File: src/id3u8_pkg.sv
// ----------------------------------------------------------------------------
// id3u8_pkg
// Shared types and constants of the ID3 text to UTF-8 transcoder.
// ----------------------------------------------------------------------------
`default_nettype none

package id3u8_pkg;

	// Default width of the written byte counter.
	localparam int ID3U8_COUNT_BITS = 16;

	// Depth of the queue between the classifier and the byte emitter.
	localparam int ID3U8_QUEUE_DEPTH = 2;

	// Reset value of the capacity register.
	localparam logic [15:0] CAP_RESET = 16'd64;

	// Register map: index of each configuration register.
	localparam logic REG_OUT_CAPACITY = 1'b0;

	// Encoding codes carried by the first byte of a payload.
	localparam logic [7:0] ENC_LATIN1   = 8'h00;
	localparam logic [7:0] ENC_UTF16_LE = 8'h01;
	localparam logic [7:0] ENC_UTF16_BE = 8'h02;

	// Byte order mark bytes.
	localparam logic [7:0] BOM_FF = 8'hFF;
	localparam logic [7:0] BOM_FE = 8'hFE;

	// Top six bits of high and low surrogate code units.
	localparam logic [5:0] SUR_HI_TAG = 6'h36;
	localparam logic [5:0] SUR_LO_TAG = 6'h37;

	// UTF-8 lead and continuation prefixes.
	localparam logic [7:0] UTF8_LEAD2 = 8'hC0;
	localparam logic [7:0] UTF8_LEAD3 = 8'hE0;
	localparam logic [7:0] UTF8_LEAD4 = 8'hF0;
	localparam logic [7:0] UTF8_CONT  = 8'h80;

	typedef struct packed {
		logic [7:0] data_byte;
		logic       last_byte;
	} in_item_t;

	typedef struct packed {
		logic [7:0] out_byte;
		logic       out_last;
	} out_item_t;

	// One classified input item: up to three code points, each with its
	// encoded length (zero marks an unused slot; slots fill in order), and
	// whether the terminator follows them.
	typedef struct packed {
		logic [2:0][20:0] cp;
		logic [2:0][2:0]  len;
		logic             term;
	} id3u8_entry_t;

endpackage

`default_nettype wire

File: src/id3u8_front.sv
// ----------------------------------------------------------------------------
// id3u8_front
// Accepts payload bytes, tracks the decoding state and emits one entry per
// item that releases code points within the capacity limit or ends a payload.
// ----------------------------------------------------------------------------
`default_nettype none

module id3u8_front
	import id3u8_pkg::*;
#(
	parameter int COUNT_BITS = ID3U8_COUNT_BITS
) (
	input  wire logic         clk,
	input  wire logic         arst_n,
	input  wire logic         in_valid,
	output logic              in_stall,
	input  wire in_item_t     in_item,
	input  wire logic [15:0]  out_capacity,
	input  wire logic         q_full,
	output logic              push,
	output id3u8_entry_t      push_entry
);

	localparam int LW = (COUNT_BITS > 16) ? COUNT_BITS : 16;

	typedef enum logic [1:0] {
		PH_CODE,
		PH_LATIN,
		PH_UTF16,
		PH_PASS
	} phase_t;

	typedef struct packed {
		id3u8_entry_t ent;
		logic [1:0]   k;
		logic [3:0]   sum;
		logic         halted;
		logic         ok;
	} work_t;

	function automatic logic [2:0] cp_len(input logic [20:0] cp);
		logic [2:0] n;
		if (cp < 21'h80)
			n = 3'd1;
		else if (cp < 21'h800)
			n = 3'd2;
		else if (cp < 21'h10000)
			n = 3'd3;
		else
			n = 3'd4;
		return n;
	endfunction

	// Appends one character if it still fits, otherwise halts the text.
	function automatic work_t attempt(input work_t w, input logic [20:0] cp,
			input logic [2:0] n, input logic [LW:0] wc_x, input logic [LW:0] lim_x);
		work_t r;
		r = w;
		r.ok = 1'b0;
		if (wc_x + (LW+1)'(w.sum) + (LW+1)'(n) > lim_x) begin
			r.halted = 1'b1;
		end else begin
			r.ent.cp[w.k]  = cp;
			r.ent.len[w.k] = n;
			r.k            = w.k + 2'd1;
			r.sum          = w.sum + 4'(n);
			r.ok           = 1'b1;
		end
		return r;
	endfunction

	phase_t                  phase_q, phase_n;
	logic                    order_big_q, order_big_n;
	logic                    first_unit_q, first_unit_n;
	logic [7:0]              held_byte_q, held_byte_n;
	logic                    held_valid_q, held_valid_n;
	logic [9:0]              high_sur_q, high_sur_n;
	logic                    sur_wait_q, sur_wait_n;
	logic [COUNT_BITS-1:0]   wc_q, wc_n;
	logic                    halted_q, halted_n;

	logic                    accept;
	logic [15:0]             cap_m1;
	logic [LW:0]             cap_x;
	logic [LW:0]             cmax_x;
	logic [LW:0]             lim_x;
	logic [LW:0]             wc_x;
	work_t                   w;
	logic [7:0]              b;
	logic [15:0]             u;
	logic                    bom;
	logic                    stop;

	assign in_stall = q_full;
	assign accept   = in_valid && !q_full;

	// Text limit: capacity minus one, also capped by the counter range.
	assign cap_m1 = (out_capacity == 16'd0) ? 16'd0 : out_capacity - 16'd1;
	assign cap_x  = (LW+1)'(cap_m1);
	assign cmax_x = ((LW+1)'(1) << COUNT_BITS) - (LW+1)'(1);
	assign lim_x  = (cap_x > cmax_x) ? cmax_x : cap_x;
	assign wc_x   = (LW+1)'(wc_q);

	always_comb begin
		phase_n      = phase_q;
		order_big_n  = order_big_q;
		first_unit_n = first_unit_q;
		held_byte_n  = held_byte_q;
		held_valid_n = held_valid_q;
		high_sur_n   = high_sur_q;
		sur_wait_n   = sur_wait_q;
		wc_n         = wc_q;
		halted_n     = halted_q;
		w            = '0;
		w.halted     = halted_q;
		b            = in_item.data_byte;
		u            = '0;
		bom          = 1'b0;
		stop         = 1'b0;

		if (accept) begin
			if (phase_q == PH_CODE) begin
				case (b)
					ENC_LATIN1: begin
						phase_n = PH_LATIN;
					end
					ENC_UTF16_LE: begin
						phase_n     = PH_UTF16;
						order_big_n = 1'b0;
					end
					ENC_UTF16_BE: begin
						phase_n     = PH_UTF16;
						order_big_n = 1'b1;
					end
					default: begin
						phase_n = PH_PASS;
					end
				endcase
			end else if (!halted_q) begin
				case (phase_q)
					PH_LATIN: begin
						if (b == 8'd0)
							w.halted = 1'b1;
						else
							w = attempt(w, 21'(b), b[7] ? 3'd2 : 3'd1, wc_x, lim_x);
					end
					PH_UTF16: begin
						if (!held_valid_q) begin
							held_byte_n  = b;
							held_valid_n = 1'b1;
						end else begin
							held_valid_n = 1'b0;
							if (first_unit_q) begin
								first_unit_n = 1'b0;
								if (held_byte_q == BOM_FF && b == BOM_FE) begin
									order_big_n = 1'b0;
									bom         = 1'b1;
								end else if (held_byte_q == BOM_FE && b == BOM_FF) begin
									order_big_n = 1'b1;
									bom         = 1'b1;
								end
							end
							if (!bom) begin
								u = order_big_q ? {held_byte_q, b} : {b, held_byte_q};
								if (sur_wait_q) begin
									sur_wait_n = 1'b0;
									if (u[15:10] == SUR_LO_TAG) begin
										w = attempt(w, 21'h10000 + {1'b0, high_sur_q, u[9:0]},
											3'd4, wc_x, lim_x);
										stop = 1'b1;
									end else begin
										w = attempt(w, {5'd0, SUR_HI_TAG, high_sur_q}, 3'd3,
											wc_x, lim_x);
										stop = !w.ok;
									end
								end
								if (!stop) begin
									if (u == 16'd0) begin
										w.halted = 1'b1;
									end else if (u[15:10] == SUR_HI_TAG) begin
										high_sur_n = u[9:0];
										sur_wait_n = 1'b1;
									end else begin
										w = attempt(w, 21'(u), cp_len(21'(u)), wc_x, lim_x);
									end
								end
							end
						end
					end
					PH_PASS: begin
						if (b == 8'd0)
							w.halted = 1'b1;
						else
							w = attempt(w, 21'(b), 3'd1, wc_x, lim_x);
					end
					default: begin
					end
				endcase
			end

			if (in_item.last_byte) begin
				// A high surrogate still waiting at the end is encoded alone.
				if (phase_n == PH_UTF16 && !w.halted && sur_wait_n)
					w = attempt(w, {5'd0, SUR_HI_TAG, high_sur_n}, 3'd3, wc_x, lim_x);
				w.ent.term   = 1'b1;
				phase_n      = PH_CODE;
				order_big_n  = 1'b0;
				first_unit_n = 1'b1;
				held_byte_n  = 8'd0;
				held_valid_n = 1'b0;
				high_sur_n   = 10'd0;
				sur_wait_n   = 1'b0;
				wc_n         = '0;
				halted_n     = 1'b0;
			end else begin
				wc_n     = wc_q + COUNT_BITS'(w.sum);
				halted_n = w.halted;
			end
		end
	end

	assign push       = accept && (w.k != 2'd0 || w.ent.term);
	assign push_entry = w.ent;

	always_ff @(posedge clk or negedge arst_n) begin
		if (!arst_n) begin
			phase_q      <= PH_CODE;
			order_big_q  <= 1'b0;
			first_unit_q <= 1'b1;
			held_byte_q  <= 8'd0;
			held_valid_q <= 1'b0;
			high_sur_q   <= 10'd0;
			sur_wait_q   <= 1'b0;
			wc_q         <= '0;
			halted_q     <= 1'b0;
		end else begin
			phase_q      <= phase_n;
			order_big_q  <= order_big_n;
			first_unit_q <= first_unit_n;
			held_byte_q  <= held_byte_n;
			held_valid_q <= held_valid_n;
			high_sur_q   <= high_sur_n;
			sur_wait_q   <= sur_wait_n;
			wc_q         <= wc_n;
			halted_q     <= halted_n;
		end
	end

endmodule

`default_nettype wire

File: src/id3u8_queue.sv
// ----------------------------------------------------------------------------
// id3u8_queue
// Small register queue of classified entries between front and back.
// ----------------------------------------------------------------------------
`default_nettype none

module id3u8_queue
	import id3u8_pkg::*;
(
	input  wire logic         clk,
	input  wire logic         arst_n,
	input  wire logic         push,
	input  wire id3u8_entry_t push_entry,
	output logic              full,
	input  wire logic         pop,
	output logic              head_valid,
	output id3u8_entry_t      head_entry
);

	localparam int PW = (ID3U8_QUEUE_DEPTH > 1) ? $clog2(ID3U8_QUEUE_DEPTH) : 1;
	localparam int CW = $clog2(ID3U8_QUEUE_DEPTH + 1);

	id3u8_entry_t   slot_q [ID3U8_QUEUE_DEPTH];
	logic [PW-1:0]  wr_ptr_q;
	logic [PW-1:0]  rd_ptr_q;
	logic [CW-1:0]  count_q;

	assign full       = (count_q == CW'(ID3U8_QUEUE_DEPTH));
	assign head_valid = (count_q != '0);
	assign head_entry = slot_q[rd_ptr_q];

	function automatic logic [PW-1:0] ptr_inc(input logic [PW-1:0] p);
		logic [PW-1:0] r;
		if (p == PW'(ID3U8_QUEUE_DEPTH - 1))
			r = '0;
		else
			r = p + PW'(1);
		return r;
	endfunction

	always_ff @(posedge clk) begin
		if (push)
			slot_q[wr_ptr_q] <= push_entry;
	end

	always_ff @(posedge clk or negedge arst_n) begin
		if (!arst_n) begin
			wr_ptr_q <= '0;
			rd_ptr_q <= '0;
			count_q  <= '0;
		end else begin
			if (push)
				wr_ptr_q <= ptr_inc(wr_ptr_q);
			if (pop)
				rd_ptr_q <= ptr_inc(rd_ptr_q);
			if (push && !pop)
				count_q <= count_q + CW'(1);
			else if (pop && !push)
				count_q <= count_q - CW'(1);
		end
	end

endmodule

`default_nettype wire

File: src/id3u8_back.sv
// ----------------------------------------------------------------------------
// id3u8_back
// Serializes the head entry into UTF-8 bytes, one per cycle while the output
// is not stalled, into a registered output stage.
// ----------------------------------------------------------------------------
`default_nettype none

module id3u8_back
	import id3u8_pkg::*;
(
	input  wire logic         clk,
	input  wire logic         arst_n,
	input  wire logic         head_valid,
	input  wire id3u8_entry_t head_entry,
	output logic              pop,
	output logic              out_valid,
	input  wire logic         out_stall,
	output out_item_t         out_item
);

	// Position 3 means the terminator of the entry.
	localparam logic [1:0] POS_TERM = 2'd3;

	function automatic logic [7:0] enc_byte(input logic [20:0] cp, input logic [2:0] n,
			input logic [1:0] j);
		logic [7:0] r;
		case (n)
			3'd2: begin
				case (j)
					2'd0:    r = UTF8_LEAD2 | {3'd0, cp[10:6]};
					default: r = UTF8_CONT | {2'd0, cp[5:0]};
				endcase
			end
			3'd3: begin
				case (j)
					2'd0:    r = UTF8_LEAD3 | {4'd0, cp[15:12]};
					2'd1:    r = UTF8_CONT | {2'd0, cp[11:6]};
					default: r = UTF8_CONT | {2'd0, cp[5:0]};
				endcase
			end
			3'd4: begin
				case (j)
					2'd0:    r = UTF8_LEAD4 | {5'd0, cp[20:18]};
					2'd1:    r = UTF8_CONT | {2'd0, cp[17:12]};
					2'd2:    r = UTF8_CONT | {2'd0, cp[11:6]};
					default: r = UTF8_CONT | {2'd0, cp[5:0]};
				endcase
			end
			default: r = cp[7:0];
		endcase
		return r;
	endfunction

	logic [1:0]   pos_q;
	logic [1:0]   idx_q;
	logic         out_valid_q;
	out_item_t    out_item_q;

	logic         advance;
	logic         fire;
	logic [20:0]  cur_cp;
	logic [2:0]   cur_len;
	logic [2:0]   nxt_len;
	logic         in_slot;
	logic         slot_done;
	logic [1:0]   nxt_pos;

	assign advance = !out_valid_q || !out_stall;
	assign fire    = head_valid && advance;

	always_comb begin
		cur_cp  = head_entry.cp[0];
		cur_len = head_entry.len[0];
		nxt_len = head_entry.len[1];
		case (pos_q)
			2'd1: begin
				cur_cp  = head_entry.cp[1];
				cur_len = head_entry.len[1];
				nxt_len = head_entry.len[2];
			end
			2'd2: begin
				cur_cp  = head_entry.cp[2];
				cur_len = head_entry.len[2];
				nxt_len = 3'd0;
			end
			default: begin
			end
		endcase
	end

	assign in_slot   = (pos_q != POS_TERM) && (cur_len != 3'd0);
	assign slot_done = ({1'b0, idx_q} == cur_len - 3'd1);
	assign nxt_pos   = (nxt_len != 3'd0) ? pos_q + 2'd1 : POS_TERM;

	always_comb begin
		pop = 1'b0;
		if (fire) begin
			if (!in_slot)
				pop = 1'b1;
			else if (slot_done && nxt_pos == POS_TERM && !head_entry.term)
				pop = 1'b1;
		end
	end

	always_ff @(posedge clk or negedge arst_n) begin
		if (!arst_n) begin
			pos_q       <= 2'd0;
			idx_q       <= 2'd0;
			out_valid_q <= 1'b0;
		end else if (advance) begin
			out_valid_q <= head_valid;
			if (head_valid) begin
				if (!in_slot) begin
					pos_q <= 2'd0;
					idx_q <= 2'd0;
				end else if (slot_done) begin
					idx_q <= 2'd0;
					pos_q <= (pop) ? 2'd0 : nxt_pos;
				end else begin
					idx_q <= idx_q + 2'd1;
				end
			end
		end
	end

	always_ff @(posedge clk) begin
		if (fire) begin
			if (in_slot) begin
				out_item_q.out_byte <= enc_byte(cur_cp, cur_len, idx_q);
				out_item_q.out_last <= 1'b0;
			end else begin
				out_item_q.out_byte <= 8'd0;
				out_item_q.out_last <= 1'b1;
			end
		end
	end

	assign out_valid = out_valid_q;
	assign out_item  = out_item_q;

endmodule

`default_nettype wire

File: src/id3_text_to_utf8_core.sv
// ----------------------------------------------------------------------------
// id3_text_to_utf8_core
// Streaming transcoder of ID3 text payloads (Latin-1, UTF-16, UTF-8) into a
// zero-terminated UTF-8 string.
// ----------------------------------------------------------------------------
// The block takes one payload byte per item, the first byte of each payload
// being the encoding code, and returns the UTF-8 text one byte per item,
// closed by a zero byte with out_last set when the input item carries
// last_byte. The front stage accepts an input item while the queue has
// room: it decodes the byte, pairs UTF-16 bytes into code units, joins
// surrogates and checks every character against the capacity register, so
// the capacity limit is settled before any byte leaves. Each item that
// yields output becomes one entry in a two-entry queue. The back stage turns
// the head entry into UTF-8 bytes at one byte per cycle while out_stall is
// low, through a registered output stage. An item yields at most seven
// bytes (two lone surrogates of three bytes each and the terminator); the
// byte emitter in the back stage sets the sustained rate. A new item is taken
// while the previous one is still being written out, as long as the queue
// has room. The capacity register sits at byte address 0 of the APB port
// and should be written only between items.
// ----------------------------------------------------------------------------
`default_nettype none

module id3_text_to_utf8_core
	import id3u8_pkg::*;
#(
	parameter int COUNT_BITS = ID3U8_COUNT_BITS
) (
	input  wire logic         clk,
	input  wire logic         arst_n,

	// Payload bytes in.
	input  wire logic         in_valid,
	output logic              in_stall,
	input  wire in_item_t     in_item,

	// UTF-8 bytes out.
	output logic              out_valid,
	input  wire logic         out_stall,
	output out_item_t         out_item,

	// Configuration port.
	input  wire logic         psel,
	input  wire logic         penable,
	input  wire logic         pwrite,
	input  wire logic [2:0]   paddr,
	input  wire logic [31:0]  pwdata,
	output logic [31:0]       prdata,
	output logic              pready
);

	logic [15:0]   out_capacity_q;
	logic          cfg_write;

	logic          q_full;
	logic          push;
	id3u8_entry_t  push_entry;
	logic          pop;
	logic          head_valid;
	id3u8_entry_t  head_entry;

	// The register index is the word address; the low address bits select
	// a byte lane and are ignored.
	assign pready    = 1'b1;
	assign cfg_write = psel && penable && pwrite && (paddr[2] == REG_OUT_CAPACITY);
	assign prdata    = (paddr[2] == REG_OUT_CAPACITY) ? {16'd0, out_capacity_q} : 32'd0;

	always_ff @(posedge clk or negedge arst_n) begin
		if (!arst_n) begin
			out_capacity_q <= CAP_RESET;
		end else if (cfg_write) begin
			out_capacity_q <= pwdata[15:0];
		end
	end

	// Front: accepts bytes and resolves characters and the capacity limit.
	id3u8_front #(
		.COUNT_BITS (COUNT_BITS)
	) u_front (
		.clk          (clk),
		.arst_n       (arst_n),
		.in_valid     (in_valid),
		.in_stall     (in_stall),
		.in_item      (in_item),
		.out_capacity (out_capacity_q),
		.q_full       (q_full),
		.push         (push),
		.push_entry   (push_entry)
	);

	// Queue that lets the two halves stall independently.
	id3u8_queue u_queue (
		.clk        (clk),
		.arst_n     (arst_n),
		.push       (push),
		.push_entry (push_entry),
		.full       (q_full),
		.pop        (pop),
		.head_valid (head_valid),
		.head_entry (head_entry)
	);

	// Back: writes the UTF-8 bytes of each entry one per cycle unless stalled.
	id3u8_back u_back (
		.clk        (clk),
		.arst_n     (arst_n),
		.head_valid (head_valid),
		.head_entry (head_entry),
		.pop        (pop),
		.out_valid  (out_valid),
		.out_stall  (out_stall),
		.out_item   (out_item)
	);

	// The terminator is always a zero byte.
	a_term_is_zero: assert property (@(posedge clk) disable iff (!arst_n)
		out_valid && out_item.out_last |-> out_item.out_byte == 8'd0)
		else $error("terminator item carries a nonzero byte");

	// The back stage only retires an entry that is present.
	a_pop_has_head: assert property (@(posedge clk) disable iff (!arst_n)
		pop |-> head_valid)
		else $error("queue popped while empty");

	// The front never writes into a full queue.
	a_no_overflow: assert property (@(posedge clk) disable iff (!arst_n)
		q_full && !pop |=> q_full)
		else $error("queue lost its contents while full");

	// An entry always has something to emit.
	a_entry_nonempty: assert property (@(posedge clk) disable iff (!arst_n)
		push |-> (push_entry.len[0] != 3'd0) || push_entry.term)
		else $error("empty entry pushed into the queue");

endmodule

`default_nettype wire

File: config.mk
export PLATFORM = sky130hd
export DESIGN_NAME = id3_text_to_utf8_core
export DESIGN_NICKNAME = d
export VERILOG_FILES = /design/src/id3u8_pkg.sv /design/src/id3u8_front.sv /design/src/id3u8_queue.sv /design/src/id3u8_back.sv /design/src/id3_text_to_utf8_core.sv
export SDC_FILE = /design/constraint.sdc
export NUM_CORES = 1
export LEC_CHECK = 0
export BUFFER_PORTS_ARGS = -buffer_cell sky130_fd_sc_hd__buf_2
export CORE_MARGIN = 10
export CORE_UTILIZATION = 40
export DETAILED_ROUTE_END_ITERATION = 8
export MAX_ROUTING_LAYER = met4
export PLACE_DENSITY = 0.57
export SKIP_LAST_GASP = 1
export SLEW_MARGIN = 20
export SYNTH_ARGS = -nofsm -noshare
export SYNTH_HDL_FRONTEND = slang
export SYNTH_SLANG_ARGS = --single-unit
File: constraint.sdc
create_clock -name clk -period 15 [get_ports clk]
set_input_delay 3 -clock clk [delete_from_list [all_inputs] [get_ports clk]]
set_output_delay 3 -clock clk [all_outputs]
set_load 0.02 [all_outputs]
==> results of run 1 <==
==> registers in the layout, summed over array words and instances, names as in the netlist <==
name	cells
out_capacity_q	16
u_back.idx_q	2
u_back.out_item	9
u_back.out_valid	1
u_back.pos_q	2
u_front.first_unit_q	1
u_front.halted_q	1
u_front.held_byte_q	8
u_front.held_valid_q	1
u_front.high_sur_q	10
u_front.order_big_q	1
u_front.phase_q	2
u_front.sur_wait_q	1
u_front.wc_q	16
u_queue.count_q	2
u_queue.rd_ptr_q	1
u_queue.slot_q	108
u_queue.wr_ptr_q	1
==> cell usage in the layout (no fill, tap or decap), types with 11 or more instances in the layout <==
master and n:
xnor2_1 51, a21o_1 19, o22ai_1 35, nand4_1 19, buf_2 58, or3_1 13, nor3_1 33, xor2_1 60
nor2_1 125, mux2i_1 39, clkbuf_16 17, dfrtp_1 63, nor2b_1 24, edfxtp_1 117, conb_1 17, a211oi_1 11
a221oi_1 18, a22oi_1 28, and2_1 13, buf_4 18, inv_1 54, mux2_2 59, nand2_1 133, ha_1 136
a21oi_1 96, o21ai_0 51, nand3_1 41
==> logic make-up after synthesis <==
family | synth area share [%]
AO/OA/AOI/OAI | 15.2
AND/OR/NAND/NOR | 15.9
buffers and inverters | 4.51
flip-flops | 36.7
other | 0.0533
XOR/XNOR | 6.91
adder cells (fa/ha/maj) | 13.1
multiplexers | 7.65
==> per-layer routing <==
layer  GRT usage [%]  vias up  wire length, µm
met3            2.20       43             1180
met4            5.27        0              702
met2            30.9      218            19400
li1                -     5439                -
met5               -        -                0
met1            21.9     5283            16900
==> worst max-delay path by stage <==
stage | cells after the start | startpoint | endpoint
3_5_place_dp | 38 | in_item[8] | u_queue.slot_q[1][12]
5_1_grt | 45 | out_capacity_q[5] | u_queue.slot_q[1][10]
4_1_cts | 45 | out_capacity_q[5] | u_queue.slot_q[0][12]
6_report | 45 | out_capacity_q[5] | u_queue.slot_q[0][12]
2_1_floorplan | 40 | in_item[4] | u_queue.slot_q[0][27]
3_3_place_gp | 38 | in_item[8] | u_queue.slot_q[0][12]
==> critical path: cells and delay by family (launching register included) <==
family	cells	cell delay (ns)
AO/OA/AOI/OAI	15	3.50
XOR/XNOR	2	0.24
adder cells (fa/ha/maj)	9	3.04
AND/OR/NAND/NOR	15	5.23
flip-flops	1	0.43
buffers and inverters	4	0.47
==> cell type report <==
class	count	area (µm²)
clock buffer	18	429
clock inverter	14	168
fill	3363	19300
inverter	57	214
multi-input combinational	1165	8350
sequential	183	5170
tap	455	569
timing repair buffer	76	425
==> where the power goes <==
group,internal (W),switching (W),total [W]
Combinational,0.000563,0.000897,0.00146
Sequential,0.000702,0.000120,0.000822
Clock,0.000250,0.000210,0.000461
Total,0.00151,0.00123,0.00274
==> through the flow <==
step	cell area, µm²	hold slack, ns	setup WS (ns)	total power [W]	std cells
final	15300	0.492	1.76	0.00274	1968
after global routing	15300	0.518	0.589	0.00297	1968
after CTS	15300	0.496	1.84	0.00277	1968
after detailed placement	14700	0.478	1.76	0.00230	1936
after global placement	14700	0.477	1.99	0.00227	1936
after floorplan	14100	0.460	3.86	0.00189	1490
==> out/qor.csv, run 1 <==
stage,metric,value,unit
run_status,outcome,completed,
sta,Pins Over Slew Limit,0,
sta,RSZ-0062 raised after global routing,false,
floorplan,row cnt,68,
yosys,commonest cells in the netlist,"ha_1, nand2_1, nor2_1",
yosys,ys flop type,edfxtp_1,
cts,PostCTS Resize Cnt,0,
yosys,Async SR Flop Fraction,36.1,%
floorplan,core box area,0.0346,mm²
flow_run,Max-Cap Viols,0,
layout,layout net count,1694,
yosys,Yosys reg bits,183,
global_routing,GRT Overall Usage,18.0,%
yosys,Syn Area/Cell,9.54,µm²
sta,setup TNS,0,ns
cts,TritonCTS clock tree,yes,
drt,DR pass1 iterations,8,
yosys,Synth top area share,25.0,%
yosys,Area contributors post-synth,"edfxtp_1, ha_1, dfrtp_1",
drt,Routed Antenna Nets,0,
global_routing,first-pass GRT wire length,61800,µm
critical_path,Critical Path End Type,flop,
global_routing,vias in the first global route,11100,
critical_path,worst r2r src,out_capacity_q[5],
drt,DRT iter0 DRCs,688,
min_path,hold path start,u_back.out_valid,
cts,latest clock arrival within the worst-skew pair,0.45,ns
sta,Fmax,75.5,MHz
drt,via density per instance,5.58,
critical_path,reg2reg end,u_queue.slot_q[0][12],
drt,WL final,38200,µm
sta,Max Clock Skew,0.0166,ns
critical_path,Setup CP Type,flop to flop,
sta,fin crit share,88.2,%
global_routing,initial antenna violation count,0,
drt,average wire per standard cell,19.4,µm
cts,hold buffer count at cts,0,
layout,Area Overhead vs Synth,8.86,%
cts,"Setup Fix Bufs, Post-CTS",0,
cts,# H-tree levels,4,
yosys,Netlist cell types,78,
floorplan,IO Count,95,
sta,worst slew pin tran,1.07,ns
yosys,Yosys warning total,0,
critical_path,R2R setup slack,1.76,ns
min_path,worst hold stages,2,
critical_path,crit path DAT,13.38,ns
yosys,"EDFF count, synth",117,
min_path,HP Class,flop to flop,
global_routing,largest net degree at the start of global routing,67,
floorplan,initial cell density of the core,40.7,%
sta,final hold violations,0,
power,PwrDens,179,mW/mm²
cts,clk buf depth,2,
critical_path,Crit Path Max Fanout,16,
power,worst vdd ir,0.110,mV
placement,Buffers on Ports,59,
drt,total number of vias,11000,
sta,clock period minus worst slack,13.24,ns
yosys,cells after synthesis,1475,
cts,CTS buffer count,17,
critical_path,crit-path max cell delay,0.63,ns
placement,RePlAce Congestion,0.932,
yosys,mapped cell area,0.0141,mm²
yosys,Synth area leader,edfxtp_1,
power,Static Leakage,6.48,nW
floorplan,die width,208,µm
min_path,Hold Crit Endpoint,u_back.out_valid,
layout,layout cells sized above 1,12.4,%
critical_path,startpoint types,flop,
floorplan,Die H,208,µm
layout,ant diodes,0,
layout,fin util,44.3,%
yosys,sequential share of the synthesized area,36.7,%
global_routing,total grt overflow,0,
cts,CTS root buffer,clkbuf_16,
floorplan,full die area,0.0431,mm²
sta,setup violators final,0,
placement,HPWL after DPL,28700,µm
critical_path,slowest CP cell,or4_1,
sta,relative slew slack,28.1,%
yosys,"count leader, synth",ha_1,
critical_path,CP required,15.14,ns
cts,"Clk pin slew, worst setup/hold paths",0.07,ns
drt,drt drc,0,
critical_path,r2r worst-path depth,45,
critical_path,Most common cell on crit path,ha_1,
cts,clk sinks,183,
(Power assumes the default switching activity.)
==> run 2, diff against run 1 <==
PLACE_DENSITY = not set   (was 0.57)
clock period = 16.18 ns   (was 15 ns; I/O delays follow)
==> out/qor.csv, run 2 (synthesis gave the netlist of run 1 again) <==
stage,metric,value,unit
run_status,outcome,completed,
drt,via density per instance,5.64,
global_routing,initial antenna violation count,0,
drt,DRT iter0 DRCs,898,
global_routing,GRT Overall Usage,17.9,%
floorplan,row cnt,68,
layout,fin cells,1967,
critical_path,Crit Path Max Fanout,16,
cts,PostCTS Resize Cnt,0,
critical_path,Critical path origin,out_capacity_q[5],
critical_path,R2R setup slack,3.01,ns
sta,final hold violations,0,
floorplan,full die area,0.0431,mm²
layout,largest registers,"u_queue.slot_q x108, out_capacity_q x16, u_front.wc_q x16",
drt,drt drc,0,
drt,average wire per standard cell,19.4,µm
cts,# H-tree levels,4,
critical_path,startpoint types,flop,
floorplan,Die H,208,µm
layout,Area Overhead vs Synth,8.74,%
power,worst vdd ir,0.119,mV
critical_path,Critical Path End Type,flop,
cts,"Clk pin slew, worst setup/hold paths",0.08,ns
placement,dpl cells,1935,
layout,"commonest non-fill, non-tap cell in the layout",ha_1,
placement,HPWL after DPL,28500,µm
global_routing,first-pass GRT wire length,61400,µm
critical_path,crit path DAT,13.32,ns
sta,setup violators final,0,
critical_path,CP required,16.33,ns
cts,"Setup Fix Bufs, Post-CTS",0,
global_routing,vias in the first global route,11000,
min_path,HP Class,flop to flop,
min_path,hold path start,u_queue.count_q[1],
sta,setup TNS,0,ns
drt,total number of vias,11100,
drt,DR pass1 iterations,7,
sta,relative slew slack,32.3,%
placement,RePlAce Congestion,0.946,
critical_path,worst r2r src,out_capacity_q[5],
global_routing,total grt overflow,0,
layout,layout cells sized above 1,12.4,%
cts,latest clock arrival within the worst-skew pair,0.46,ns
layout,most frequent cells in the layout,"ha_1, nand2_1, nor2_1",
floorplan,core box area,0.0346,mm²
floorplan,die width,208,µm
cts,clk sinks,183,
placement,Buffers on Ports,59,
sta,Pins Over Slew Limit,0,
critical_path,Most common cell on crit path,ha_1,
cts,hold buffer count at cts,0,
sta,Fmax,75.9,MHz
sta,fin crit share,81.4,%
power,Static Leakage,6.48,nW
layout,fillers,3362,
cts,clk buf depth,2,
drt,Routed Antenna Nets,0,
cts,CTS buffer count,17,
critical_path,Setup CP Type,flop to flop,
sta,Max Clock Skew,0.0159,ns
global_routing,largest net degree at the start of global routing,67,
layout,ant diodes,0,
layout,Largest register FFs,108,
layout,Biggest register,u_queue.slot_q,
cts,TritonCTS clock tree,yes,
drt,WL final,38200,µm
sta,clock period minus worst slack,13.17,ns
layout,layout net count,1693,
floorplan,initial cell density of the core,40.7,%
cts,CTS root buffer,clkbuf_16,
critical_path,slowest CP cell,or4_1,
sta,worst slew pin tran,1.01,ns
power,PwrDens,167,mW/mm²
sta,RSZ-0062 raised after global routing,false,
floorplan,IO Count,95,
flow_run,Max-Cap Viols,0,
critical_path,crit-path max cell delay,0.62,ns
[run 2: cell types whose count changed in the layout (fill, tap and decap cells not counted), sizes merged]
cell,delta
bufinv,-1
inv,+4
clkinv,+1
clkbuf,-1
buf,-1
clkinvlp,-3
[run 2: worst max-delay path, delay by kind of cell (launching register included)]
kind	cells	cell delay (ns)
adders and majority gates	9	3.04
and+or+nand+nor	15	5.19
AOI/OAI and AO/OA	15	3.48
DFF	1	0.42
xor gates and xnor gates	2	0.23
buffers and inverters	4	0.46
[run 2: final timing paths]
path	endpoint	cells past startpoint
worst max-delay path	u_queue.slot_q[0][12]	45
worst min-delay path	u_queue.count_q[1]	1
worst max register to register	u_queue.slot_q[0][12]	45
worst min register to register	u_queue.count_q[1]	1
max in group asynchronous	out_capacity_q[3]	1
min in group asynchronous	u_back.idx_q[0]	1
[run 2: layout make-up]
cell class                      count  area [µm²]  area share, %
Timing Repair Buffer               75         418           2.73
Clock buffer                       17         425           2.78
Clock inverter                     15         161           1.05
Sequential cell                   183        5170           33.8
Multi-Input combinational cell   1165        8350           54.6
Inverter                           57         214           1.40
Tap cell                          455         569           3.72
[run 2: power breakdown]
part	switching [W]	internal [W]	leakage (nW)	total [W]
clock network	0.000206	0.000219	0.291	0.000425
registers	0.000108	0.000650	1.94	0.000758
logic	0.000845	0.000525	4.25	0.00137
total	0.00116	0.00139	6.48	0.00255
[run 2: through the flow]
stage	hold slack (ns)	instance area, µm²	util (%)	worst slack [ns]	power (W)
3_3_place_gp	0.478	14700	42.5	2.95	0.00210
5_1_grt	0.528	15300	44.2	1.94	0.00277
6_report	0.497	15300	44.2	3.01	0.00255
2_1_floorplan	0.460	14100	-	4.81	0.00175
3_5_place_dp	0.485	14700	42.5	2.88	0.00213
4_1_cts	0.498	15300	44.2	3.12	0.00256
[run 2: metal layers]
| layer | track usage (%) | share of wire (%) |
|---|---|---|
| met5 | - | 0 |
| met4 | 5.02 | 1.5 |
| met3 | 2.14 | 3.2 |
| met2 | 30.3 | 51 |
| met1 | 22.0 | 45 |
==> run 3, diff against run 2 <==
clock period = 11.45 ns   (was 16.18 ns; I/O delays follow)
==> out/qor.csv, run 3 (synthesis gave the netlist of run 1 again) <==
stage,metric,value,unit
floorplan,die width,208,µm
drt,via density per instance,5.64,
global_routing,initial antenna violation count,0,
power,worst vdd ir,0.139,mV
cts,CTS root buffer,clkbuf_16,
global_routing,GRT Overall Usage,18.5,%
cts,clk sinks,183,
critical_path,Critical Path End Type,flop,
drt,WL final,39700,µm
layout,design area,0.0160,mm²
layout,Biggest register,u_queue.slot_q,
sta,clock period minus worst slack,11.00,ns
floorplan,IO Count,95,
cts,clk buf depth,2,
drt,average wire per standard cell,19.6,µm
drt,total number of vias,11400,
sta,final hold violations,0,
global_routing,vias in the first global route,11300,
power,Static Leakage,6.82,nW
layout,fin util,46.2,%
cts,hold buffer count at cts,0,
sta,Max Clock Skew,0.0300,ns
cts,CTS buffer count,17,
placement,RePlAce Congestion,0.946,
placement,placed cell area,0.0152,mm²
sta,setup TNS,0,ns
floorplan,full die area,0.0431,mm²
critical_path,startpoint types,flop,
critical_path,crit path DAT,11.27,ns
floorplan,Die H,208,µm
critical_path,CP required,11.72,ns
cts,# H-tree levels,4,
placement,dpl cells,1989,
sta,relative slew slack,30.8,%
sta,setup violators final,0,
flow_run,Max-Cap Viols,0,
placement,Buffers on Ports,59,
drt,DRT iter0 DRCs,776,
drt,drt drc,0,
cts,TritonCTS clock tree,yes,
global_routing,total grt overflow,0,
global_routing,first-pass GRT wire length,62900,µm
sta,fin crit share,96.1,%
sta,Pins Over Slew Limit,0,
global_routing,largest net degree at the start of global routing,67,
floorplan,initial cell density of the core,40.7,%
placement,HPWL after DPL,29700,µm
min_path,HP Class,flop to flop,
floorplan,row cnt,68,
cts,latest clock arrival within the worst-skew pair,0.46,ns
sta,worst slew pin tran,1.04,ns
sta,hold_ws,0.493,ns
layout,fin cells,2025,
layout,layout net count,1751,
floorplan,core box area,0.0346,mm²
drt,DR pass1 iterations,6,
layout,ant diodes,0,
layout,"commonest non-fill, non-tap cell in the layout",ha_1,
sta,RSZ-0062 raised after global routing,true,
critical_path,crit-path max cell delay,0.60,ns
critical_path,Setup CP Type,flop to flop,
layout,most frequent cells in the layout,"ha_1, nand2_1, nor2_1",
sta,Fmax,90.9,MHz
run_status,outcome,completed,
critical_path,slowest CP cell,or4_4,
power,PwrDens,230,mW/mm²
layout,layout cells sized above 1,18.3,%
layout,largest registers,"u_queue.slot_q x108, out_capacity_q x16, u_front.wc_q x16",
critical_path,Crit Path Max Fanout,10,
layout,Area Overhead vs Synth,13.5,%
cts,"Clk pin slew, worst setup/hold paths",0.08,ns
layout,Largest register FFs,108,
drt,Routed Antenna Nets,0,
## run 3: layout make-up
cell class,instances,area [µm²]
well taps,455,569
multi-input cells,1165,8580
fillers,3334,18600
inverters,57,214
repair buffers,133,898
clock inverters,14,118
flip-flops and latches,183,5170
clock buffers,18,439
## run 3: through the flow
stage,worst slack [ns],total power (W)
after floorplan,0.729,0.00247
after global placement,0.109,0.00301
after detailed placement,-0.0827,0.00305
after CTS,0.00945,0.00366
after global routing,-0.0575,0.00397
final,0.449,0.00367
## run 3: timing repair
action	4_1_cts	5_1_grt
pin swaps	0	12
gates resized for setup	4	49
buffers inserted	0	3
endpoints found under the setup margin	60	102
## run 3: path summary, 6_finish.rpt
check,slack (ns),cells past startpoint,startpoint,end
min in group asynchronous,1.98,1,arst_n,u_back.idx_q[1]
max in group asynchronous,8.77,1,arst_n,u_front.held_valid_q
min reg2reg,0.49,2,u_back.out_valid,u_back.out_valid
max reg2reg,0.45,51,out_capacity_q[5],u_queue.slot_q[1][31]
max,0.45,51,out_capacity_q[5],u_queue.slot_q[1][31]
min,0.49,2,u_back.out_valid,u_back.out_valid
## run 3: critical path: cells and delay by family (launching register included)
| kind | cells | cell delay (ns) |
|---|---|---|
| compound gates | 17 | 2.92 |
| xor+xnor | 2 | 0.28 |
| fa+ha+maj | 8 | 2.79 |
| buf+inv | 8 | 1.06 |
| flops | 1 | 0.42 |
| mux | 1 | 0.28 |
| simple gates | 15 | 3.04 |
## run 3: report_power, final
part	total, W	switching, W	internal (W)
clock network	0.000585	0.000295	0.000290
registers	0.00106	0.000143	0.000918
logic	0.00203	0.00123	0.000794
total	0.00367	0.00167	0.00200
## run 3: metal layers
metal,up-vias,track usage [%],wire [µm]
met4,0,7.40,1350
met5,-,-,0
li1,5560,-,-
met3,74,2.08,1390
met1,5491,22.0,16800
met2,292,31.4,20200
